## src/sv/pqt_pkg.sv

```systemverilog
`timescale 1ns / 1ps
// ----------------------------------------------------------------------------
// pqt_pkg
// Shared types and constants for the process queue table.
// ----------------------------------------------------------------------------
package pqt_pkg;

  localparam int Depth      = 32;
  localparam int HandleBits = 8;
  localparam int IdxW       = (Depth > 1) ? $clog2(Depth) : 1;
  localparam int CntW       = $clog2(Depth + 1);
  localparam int NumQueues  = 4;

  typedef logic [IdxW-1:0]       idx_t;
  typedef logic [CntW-1:0]       cnt_t;
  typedef logic [HandleBits-1:0] hnd_t;

  localparam logic [2:0] OpAppend = 3'd0;
  localparam logic [2:0] OpPrio   = 3'd1;
  localparam logic [2:0] OpRmHead = 3'd2;
  localparam logic [2:0] OpRmHnd  = 3'd3;
  localparam logic [2:0] OpLocate = 3'd4;

  localparam logic [1:0] StOk    = 2'd0;
  localparam logic [1:0] StEmpty = 2'd1;
  localparam logic [1:0] StFull  = 2'd2;

  // One entry of the shared store.
  typedef struct packed {
    hnd_t       handle;
    logic [7:0] prio;
    idx_t       link;
  } entry_t;

  // Write request from the sequencer to the store.
  typedef struct packed {
    logic   we;
    idx_t   addr;
    entry_t data;
  } mem_wr_t;

endpackage

```

## src/sv/pqt_store.sv

```systemverilog
`timescale 1ns / 1ps
// ----------------------------------------------------------------------------
// pqt_store
// Entry memory: one write port, one registered read port.
// ----------------------------------------------------------------------------
module pqt_store (
  input  logic             clk,
  input  pqt_pkg::mem_wr_t wr,
  input  pqt_pkg::idx_t    rd_addr,
  output pqt_pkg::entry_t  rd_data
);

  pqt_pkg::entry_t mem [pqt_pkg::Depth];

  always_ff @(posedge clk) begin
    if (wr.we) begin
      mem[wr.addr] <= wr.data;
    end
    rd_data <= mem[rd_addr];
  end

endmodule

```

## src/sv/pqt_free_scan.sv

```systemverilog
`timescale 1ns / 1ps
// ----------------------------------------------------------------------------
// pqt_free_scan
// Occupancy flags per slot and the lowest free slot search.
// ----------------------------------------------------------------------------
module pqt_free_scan (
  input  logic          clk,
  input  logic          rst,
  input  logic          set_en,
  input  pqt_pkg::idx_t set_idx,
  input  logic          clr_en,
  input  pqt_pkg::idx_t clr_idx,
  output logic          full,
  output pqt_pkg::idx_t free_idx
);

  logic [pqt_pkg::Depth-1:0] in_use;

  always_ff @(posedge clk) begin
    if (rst) begin
      in_use <= '0;
    end else begin
      if (set_en) in_use[set_idx] <= 1'b1;
      if (clr_en) in_use[clr_idx] <= 1'b0;
    end
  end

  // Priority encoder over the occupancy flags, lowest index wins.
  always_comb begin
    full     = 1'b1;
    free_idx = '0;
    for (int i = pqt_pkg::Depth - 1; i >= 0; i--) begin
      if (!in_use[i]) begin
        full     = 1'b0;
        free_idx = pqt_pkg::IdxW'(i);
      end
    end
  end

endmodule

```

## src/sv/process_queue_table.sv

```systemverilog
`timescale 1ns / 1ps
// ----------------------------------------------------------------------------
// process_queue_table
// Four linked process queues in one shared entry store, walked one link
// per step by a small sequencer.
// ----------------------------------------------------------------------------
// Channel   Direction  Handshake        Word
// command   in         start, busy      opcode, queue_sel, proc_handle, proc_priority
// result    out        done (strobe)    status, out_handle, out_priority, location,
//                                       queue_length
//
// Full store, empty queue and unused codes go straight to S_FINISH; an append to
// an empty queue passes S_LINK, remove head S_READ and S_CHECK, and an append
// behind a tail S_READ, S_CHECK, S_LINK and S_PATCH. Priority insert, remove by
// handle and locate pass S_READ and S_CHECK for every visited entry, set by the
// single store read port and its registered output; the longest word is a locate
// over a full store. The result strobe comes in the first idle cycle, when the next
// word may already be accepted. Reset clears occupancy flags and queue registers.
// ----------------------------------------------------------------------------
module process_queue_table (
  input  logic                clk,
  input  logic                rst,
  input  logic                start,
  output logic                busy,
  input  logic [2:0]          opcode,
  input  logic [1:0]          queue_sel,
  input  logic [7:0]          proc_handle,
  input  logic signed [7:0]   proc_priority,
  output logic                done,
  output logic [1:0]          status,
  output logic [7:0]          out_handle,
  output logic signed [7:0]   out_priority,
  output logic [2:0]          location,
  output logic [5:0]          queue_length
);

  typedef enum logic [2:0] {
    S_IDLE, S_READ, S_CHECK, S_LINK, S_PATCH, S_FINISH
  } state_t;

  state_t state, state_next;

  pqt_pkg::idx_t head [pqt_pkg::NumQueues];
  pqt_pkg::idx_t tail [pqt_pkg::NumQueues];
  pqt_pkg::cnt_t count [pqt_pkg::NumQueues];
  pqt_pkg::idx_t head_next [pqt_pkg::NumQueues];
  pqt_pkg::idx_t tail_next [pqt_pkg::NumQueues];
  pqt_pkg::cnt_t count_next [pqt_pkg::NumQueues];

  logic [2:0]          op, op_next;
  logic [1:0]          qsel, qsel_next;
  logic [1:0]          wq, wq_next;       // queue being walked
  pqt_pkg::hnd_t       hnd, hnd_next;
  logic [7:0]          prio, prio_next;
  pqt_pkg::idx_t       cur, cur_next, prev, prev_next, newi, newi_next;
  pqt_pkg::entry_t     prev_ent, prev_ent_next;
  logic                has_prev, has_prev_next;
  pqt_pkg::cnt_t       k, k_next;
  logic [1:0]          status_next;
  logic [7:0]          out_handle_next;
  logic [7:0]          out_priority_next;
  logic [2:0]          location_next;

  pqt_pkg::mem_wr_t    wr;
  pqt_pkg::idx_t       rd_addr;
  pqt_pkg::entry_t     rd_data;

  logic                set_en, clr_en, full;
  pqt_pkg::idx_t       clr_idx, free_idx;

  pqt_store u_store (.clk, .wr, .rd_addr, .rd_data);

  pqt_free_scan u_free (
    .clk, .rst, .set_en, .set_idx(free_idx), .clr_en, .clr_idx,
    .full, .free_idx
  );

  assign busy = (state != S_IDLE);

  // Read address: the entry at cur in every walking state.
  assign rd_addr = cur;

  always_comb begin
    state_next        = state;
    op_next           = op;
    qsel_next         = qsel;
    wq_next           = wq;
    hnd_next          = hnd;
    prio_next         = prio;
    cur_next          = cur;
    prev_next         = prev;
    newi_next         = newi;
    prev_ent_next     = prev_ent;
    has_prev_next     = has_prev;
    k_next            = k;
    head_next         = head;
    tail_next         = tail;
    count_next        = count;
    status_next       = status;
    out_handle_next   = out_handle;
    out_priority_next = out_priority;
    location_next     = location;
    wr                = '0;
    set_en            = 1'b0;
    clr_en            = 1'b0;
    clr_idx           = cur;
    unique case (state)
      S_IDLE: begin
        if (start) begin
          op_next           = opcode;
          qsel_next         = queue_sel;
          wq_next           = queue_sel;
          hnd_next          = proc_handle[pqt_pkg::HandleBits-1:0];
          prio_next         = proc_priority;
          cur_next          = head[queue_sel];
          prev_next         = '0;
          has_prev_next     = 1'b0;
          k_next            = '0;
          status_next       = pqt_pkg::StOk;
          out_handle_next   = '0;
          out_priority_next = '0;
          location_next     = '0;
          state_next        = S_FINISH;
          unique case (opcode)
            pqt_pkg::OpAppend, pqt_pkg::OpPrio: begin
              if (full) begin
                status_next = pqt_pkg::StFull;
              end else begin
                newi_next = free_idx;
                set_en    = 1'b1;
                if (opcode == pqt_pkg::OpPrio) begin
                  state_next = S_READ;
                end else begin
                  // An append reads the tail first so its link can be patched.
                  k_next     = count[queue_sel];
                  cur_next   = tail[queue_sel];
                  state_next = (count[queue_sel] == '0) ? S_LINK : S_READ;
                end
              end
            end
            pqt_pkg::OpRmHead, pqt_pkg::OpRmHnd: begin
              if (count[queue_sel] == '0) begin
                status_next = pqt_pkg::StEmpty;
              end else begin
                state_next = S_READ;
              end
            end
            pqt_pkg::OpLocate: begin
              wq_next    = 2'd0;
              cur_next   = head[0];
              state_next = S_READ;
            end
            default: begin
              state_next = S_FINISH;
            end
          endcase
        end
      end
      S_READ: begin
        // Store output is valid in the next cycle.
        priority if (op == pqt_pkg::OpLocate && k == count[wq]) begin
          if (wq == 2'd3) begin
            state_next = S_FINISH;
          end else begin
            wq_next  = wq + 2'd1;
            cur_next = head[wq + 2'd1];
            k_next   = '0;
          end
        end else if (op == pqt_pkg::OpPrio && k == count[qsel]) begin
          state_next = S_LINK;
        end else if (op == pqt_pkg::OpRmHnd && k == count[qsel]) begin
          status_next = pqt_pkg::StEmpty;
          state_next  = S_FINISH;
        end else begin
          state_next = S_CHECK;
        end
      end
      S_CHECK: begin
        unique case (op)
          pqt_pkg::OpAppend: begin
            prev_next     = cur;
            prev_ent_next = rd_data;
            has_prev_next = 1'b1;
            state_next    = S_LINK;
          end
          pqt_pkg::OpPrio: begin
            if ($signed(rd_data.prio) <= $signed(prio)) begin
              state_next = S_LINK;
            end else begin
              prev_next     = cur;
              prev_ent_next = rd_data;
              has_prev_next = 1'b1;
              cur_next      = rd_data.link;
              k_next        = k + pqt_pkg::CntW'(1);
              state_next    = S_READ;
            end
          end
          pqt_pkg::OpLocate: begin
            if (rd_data.handle == hnd) begin
              location_next = {1'b0, wq} + 3'd1;
              state_next    = S_FINISH;
            end else begin
              cur_next   = rd_data.link;
              k_next     = k + pqt_pkg::CntW'(1);
              state_next = S_READ;
            end
          end
          default: begin
            // Remove head or remove by handle.
            if (op == pqt_pkg::OpRmHead || rd_data.handle == hnd) begin
              out_handle_next   = 8'(rd_data.handle);
              out_priority_next = rd_data.prio;
              clr_en            = 1'b1;
              count_next[qsel]  = count[qsel] - pqt_pkg::CntW'(1);
              if (count[qsel] == pqt_pkg::CntW'(1)) begin
                head_next[qsel] = '0;
                tail_next[qsel] = '0;
              end else begin
                if (!has_prev) head_next[qsel] = rd_data.link;
                if (k + pqt_pkg::CntW'(1) == count[qsel]) tail_next[qsel] = prev;
              end
              // The predecessor was captured on the way, so it is rewritten here.
              if (has_prev) begin
                wr.we   = 1'b1;
                wr.addr = prev;
                wr.data = '{handle: prev_ent.handle, prio: prev_ent.prio,
                            link: rd_data.link};
              end
              state_next = S_FINISH;
            end else begin
              prev_next     = cur;
              prev_ent_next = rd_data;
              has_prev_next = 1'b1;
              cur_next      = rd_data.link;
              k_next        = k + pqt_pkg::CntW'(1);
              state_next    = S_READ;
            end
          end
        endcase
      end
      S_LINK: begin
        // Write the new entry; the predecessor is patched in the next cycle.
        wr.we   = 1'b1;
        wr.addr = newi;
        wr.data = '{handle: hnd, prio: prio,
                    link: (k == count[qsel]) ? '0 : cur};
        count_next[qsel] = count[qsel] + pqt_pkg::CntW'(1);
        if (!has_prev) head_next[qsel] = newi;
        if (k == count[qsel]) tail_next[qsel] = newi;
        state_next = has_prev ? S_PATCH : S_FINISH;
      end
      S_PATCH: begin
        wr.we      = 1'b1;
        wr.addr    = prev;
        wr.data    = '{handle: prev_ent.handle, prio: prev_ent.prio, link: newi};
        state_next = S_FINISH;
      end
      S_FINISH: begin
        state_next = S_IDLE;
      end
      default: begin
        state_next = S_IDLE;
      end
    endcase
  end

  always_ff @(posedge clk) begin
    if (rst) begin
      state <= S_IDLE;
      done  <= 1'b0;
      for (int i = 0; i < pqt_pkg::NumQueues; i++) begin
        head[i]  <= '0;
        tail[i]  <= '0;
        count[i] <= '0;
      end
    end else begin
      state <= state_next;
      done  <= (state == S_FINISH);
      head  <= head_next;
      tail  <= tail_next;
      count <= count_next;
      if (state == S_FINISH) queue_length <= 6'(count[qsel]);
    end
    op           <= op_next;
    qsel         <= qsel_next;
    wq           <= wq_next;
    hnd          <= hnd_next;
    prio         <= prio_next;
    cur          <= cur_next;
    prev         <= prev_next;
    newi         <= newi_next;
    prev_ent     <= prev_ent_next;
    has_prev     <= has_prev_next;
    k            <= k_next;
    status       <= status_next;
    out_handle   <= out_handle_next;
    out_priority <= out_priority_next;
    location     <= location_next;
  end

endmodule

```

## config.mk

```make
export PLATFORM = sky130hd
export DESIGN_NAME = process_queue_table
export DESIGN_NICKNAME = d
export VERILOG_FILES = /design/src/sv/pqt_pkg.sv /design/src/sv/pqt_store.sv /design/src/sv/pqt_free_scan.sv /design/src/sv/process_queue_table.sv
export SDC_FILE = /design/constraint.sdc
export NUM_CORES = 1
export LEC_CHECK = 0
export BUFFER_PORTS_ARGS = -buffer_cell sky130_fd_sc_hd__buf_4
export CAP_MARGIN = 40
export CORE_AREA = 2 2 266 242
export CTS_CLUSTER_DIAMETER = 30
export CTS_CLUSTER_SIZE = 28
export DETAILED_ROUTE_END_ITERATION = 8
export DIE_AREA = 0 0 268 244
export PLACE_DENSITY = 0.79
export SLEW_MARGIN = 20
export SYNTH_ARGS = -nofsm -noshare
export SYNTH_HDL_FRONTEND = slang
export SYNTH_SLANG_ARGS = --single-unit
```

## constraint.sdc

```tcl
create_clock -name clk -period 3.4 [get_ports clk]
set_input_delay 0.51 -clock clk [delete_from_list [all_inputs] [get_ports clk]]
set_output_delay 0.51 -clock clk [all_outputs]
set_load 0.03 [all_outputs]
```

==> flow_summary.json <==
{
  "skew_ns": 0.0546,
  "violations": "negative setup slack",
  "drv_slew": 0,
  "syn_area_sq_um": 35500,
  "core_sq_um": 62400,
  "die-area_sq_um": 65400,
  "antenna_left": 0,
  "crit_path_end_kind": "flip-flop",
  "crit_chain": "nor2b_1 > and2_1 > nand2_1 > a222oi_1 > buf_4 > nand2_2 > nor2_4 > clkbuf_16",
  "finalWeightedCongestion": 0.900,
  "grt_usage_pct": 33.7,
  "cts_tree": "yes",
  "startpoint": "state[1]",
  "antenna_found_initial": 5,
  "cp.arrival_ns": 3.90,
  "yosysMostFrequentCell": "edfxtp_1",
  "power_density_nw_per_um2": 902,
  "synth.area.top_cells": "edfxtp_1, mux4_2, dfxtp_1, a22oi_1, nor2_1",
  "nets": 2276,
  "synth_enable_flop_cells": 760,
  "rows": 87,
  "slew_headroom_pct": 40.4,
  "seq_area_frac_synth_pct": 71.2,
  "synth_area_per_cell_sq_um": 17.8,
  "grt_max_degree": 70,
  "cts_root_buf": "clkbuf_16",
  "first_pass_iters": 6,
  "vias": 22800,
  "ioPinCount": 53,
  "crit_cells": 8,
  "port_buffers": 52,
  "grt_pass1_vias": 22600,
  "cp_slowest_cell": "and2_1",
  "wl_met3_mm": 15.3,
  "r2r-end": "u_store.mem[21][0]",
  "dp.cells": 2916,
  "worst-setup-path-type": "flip-flop to flip-flop",
  "finalHoldViolCount": 0,
  "cts_num_sinks": 881,
  "max_slew.worst_pin.slew_ns": 0.893,
  "insertion_delay_ns": 0.74,
  "synth.distinct_cells": 68,
  "leakage_nw": 14.8,
  "crit_fanout": 11,
  "routed.top_layer": "met5",
  "critical_path_buf_inv_count": 2,
  "regArea_sq_um": 25200,
  "hold_depth": 1,
  "cp_slowest_stage_delay_ns": 0.61,
  "multi_input_area_sq_um": 9840,
  "cp_top_family": "simple AND/OR/NAND/NOR gates",
  "ys.warnings.count": 0,
  "postLayoutSetupSlackWorst_ns": -0.0627,
  "setup_violations": 21,
  "post-route-period-util_pct": 102,
  "cts_max_level": 4,
  "syn_inst": 1997,
  "die-width_microns": 268,
  "clock_path_buffers": 3,
  "syn_nets": 2034,
  "r2r_cells": 8,
  "syn2layout_area_growth_pct": 22.5,
  "wl_met2_mm": 51.6,
  "vdd_drop_max_uv": 644,
  "start_util_pct": 56.9,
  "grt_pass1_wl_mm": 156,
  "wl_per_cell_microns": 34.2,
  "numCtsBuffers": 142,
  "tns_ns": -0.824,
  "gr-total-overflow": 0,
  "rsz0062_at_grt": "false",
  "hp-start": "opcode[1]",
  "drc": 0,
  "via_per_inst": 7.11,
  "dpl_worst_slack_ns": 0.0814,
  "worstPathRequired_ns": 3.84,
  "drt-total-wl_mm": 109,
  "num-fill-cells": 3479,
  "synth_seq_cells": 881,
  "hp-class": "input pin to flip-flop",
  "cp-start-kind": "flip-flop",
  "first_iter_violations": 4182,
  "status": "complete, but fails checks",
  "max_clock_freq_mhz": 289,
  "reg2reg_from": "state[1]",
  "die_y_microns": 244,
  "synth_common_cells": "edfxtp_1, mux4_2, dfxtp_1",
  "ff2ff_setup_slack_ns": -0.06,
  "synth_top_cell_by_area": "edfxtp_1",
  "clk_pin_slew_ns": 0.05,
  "instances_no_fill": 3205,
  "final_layout_size_suffix_gt1_share_pct": 30.3,
  "period_needed_ns": 3.46,
  "ys.flop_type": "edfxtp_1",
  "m1WireLength_mm": 36.2,
  "synth_top_area_share_pct": 64.3,
  "drv_cap": 0,
  "async_reset_ff_share_pct": 0,
  "detailedPlacementHpwl_mm": 58.4,
  "critPathCapture": "u_store.mem[21][0]"
}
[per-stage QoR]
| step | hold WS (ns) | util, % | area (sq um) | power (W) |
|---|---|---|---|---|
| 2_1_floorplan | 0.408 | - | 35500 | 0.0194 |
| 3_3_place_gp | 0.417 | 61.2 | 38100 | 0.0230 |
| 3_5_place_dp | 0.438 | 61.2 | 38200 | 0.0233 |
| 4_1_cts | 0.0486 | 69.5 | 43400 | 0.0386 |
| 5_1_grt | 0.0626 | 69.7 | 43500 | 0.0399 |
| 6_report | 0.0978 | 69.7 | 43500 | 0.0392 |
[cell type report]
cell class | count | area share [%]
Clock inverter | 101 | 2.86
Sequential cell | 881 | 58.1
Timing Repair Buffer | 214 | 5.11
Tap cell | 845 | 2.43
Antenna cell | 1 | 0.00576
Clock buffer | 163 | 8.62
Multi-Input combinational cell | 971 | 22.6
Inverter | 29 | 0.250
[worst reg2reg max path: stages, from the launching register on]
cell and delay [ns]:
dfxtp_1 0.47, nor2b_1 0.34, and2_1 0.61, nand2_1 0.35, a222oi_1 0.44, buf_4 0.22, nand2_2 0.14, nor2_4 0.32
clkbuf_16 0.28
[where the power goes]
part | total [W] | leakage, nW | internal, W | switching, W
Sequential | 0.0140 | 8.03 | 0.0133 | 0.000658
Clock | 0.0152 | 2.41 | 0.00962 | 0.00556
Combinational | 0.0100 | 4.37 | 0.00360 | 0.00645
[sequential cells by signal, summed over array words and instances (netlist names), 5 cells and up]
signal,flops
u_store.mem,672
u_free.in_use,32
count,24
u_store.rd_data,21
head,20
tail,20
prev_ent,16
hnd,8
out_handle,8
out_priority,8
prio,8
k,6
queue_length,6
clr_idx,5
newi,5
prev,5
[cell usage in the layout, fill, tap and decap left out, drive strengths merged, types with 11 or more instances in the layout]
master       netlist  routed
a211oi            28      28
a21oi             45      45
a22o              12      12
a22oi             93      93
a31oi             18      18
and2              25      25
buf               38     196
bufinv             0      21
clkbuf            78     164
clkinv             1      47
clkinvlp           0      11
dfxtp            121     121
dlygate4sd3        0      17
edfxtp           760     760
ha                13      13
inv               28      51
mux2              45      45
mux2i             25      25
mux4             201     201
nand2             84      84
nand3             14      14
nand4             40      40
nor2              94      94
nor2b             48      48
nor3              19      19
nor4              11      11
o21ai             39      39
xnor2             12      12
xor2              21      21
[cell families after synthesis]
kind of cell,share of synthesized area [%]
and+or+nand+nor,5.47
buffers and inverters,1.64
adders and majority gates,0.458
xor gates and xnor gates,0.882
DFF,71.2
AOI/OAI and AO/OA,5.37
muxes,15.0
[worst min-delay path by stage]
stage | slack, ns | end
2_1_floorplan | 0.41 | prev_ent[5]
3_5_place_dp | 0.44 | prev_ent[5]
6_report | 0.1 | op[1]
5_1_grt | 0.06 | op[1]
4_1_cts | 0.05 | op[1]
3_3_place_gp | 0.42 | prev_ent[5]
[per-layer routing]
metal,GRT usage (%),vias up
met5,0,-
met4,16.8,4
met3,10.7,499
met2,52.4,2344
met1,43.0,11300
li1,-,8630
[timing repair]
action,CTS,global route
buffers inserted,1,3
gates cloned,0,1
hold endpoints to repair,17,0
setup endpoints to repair,267,504
resized for setup,5,8
hold buffers,17,0
pin swaps,1,5
Note: power is estimated with default switching activity, not from simulation.
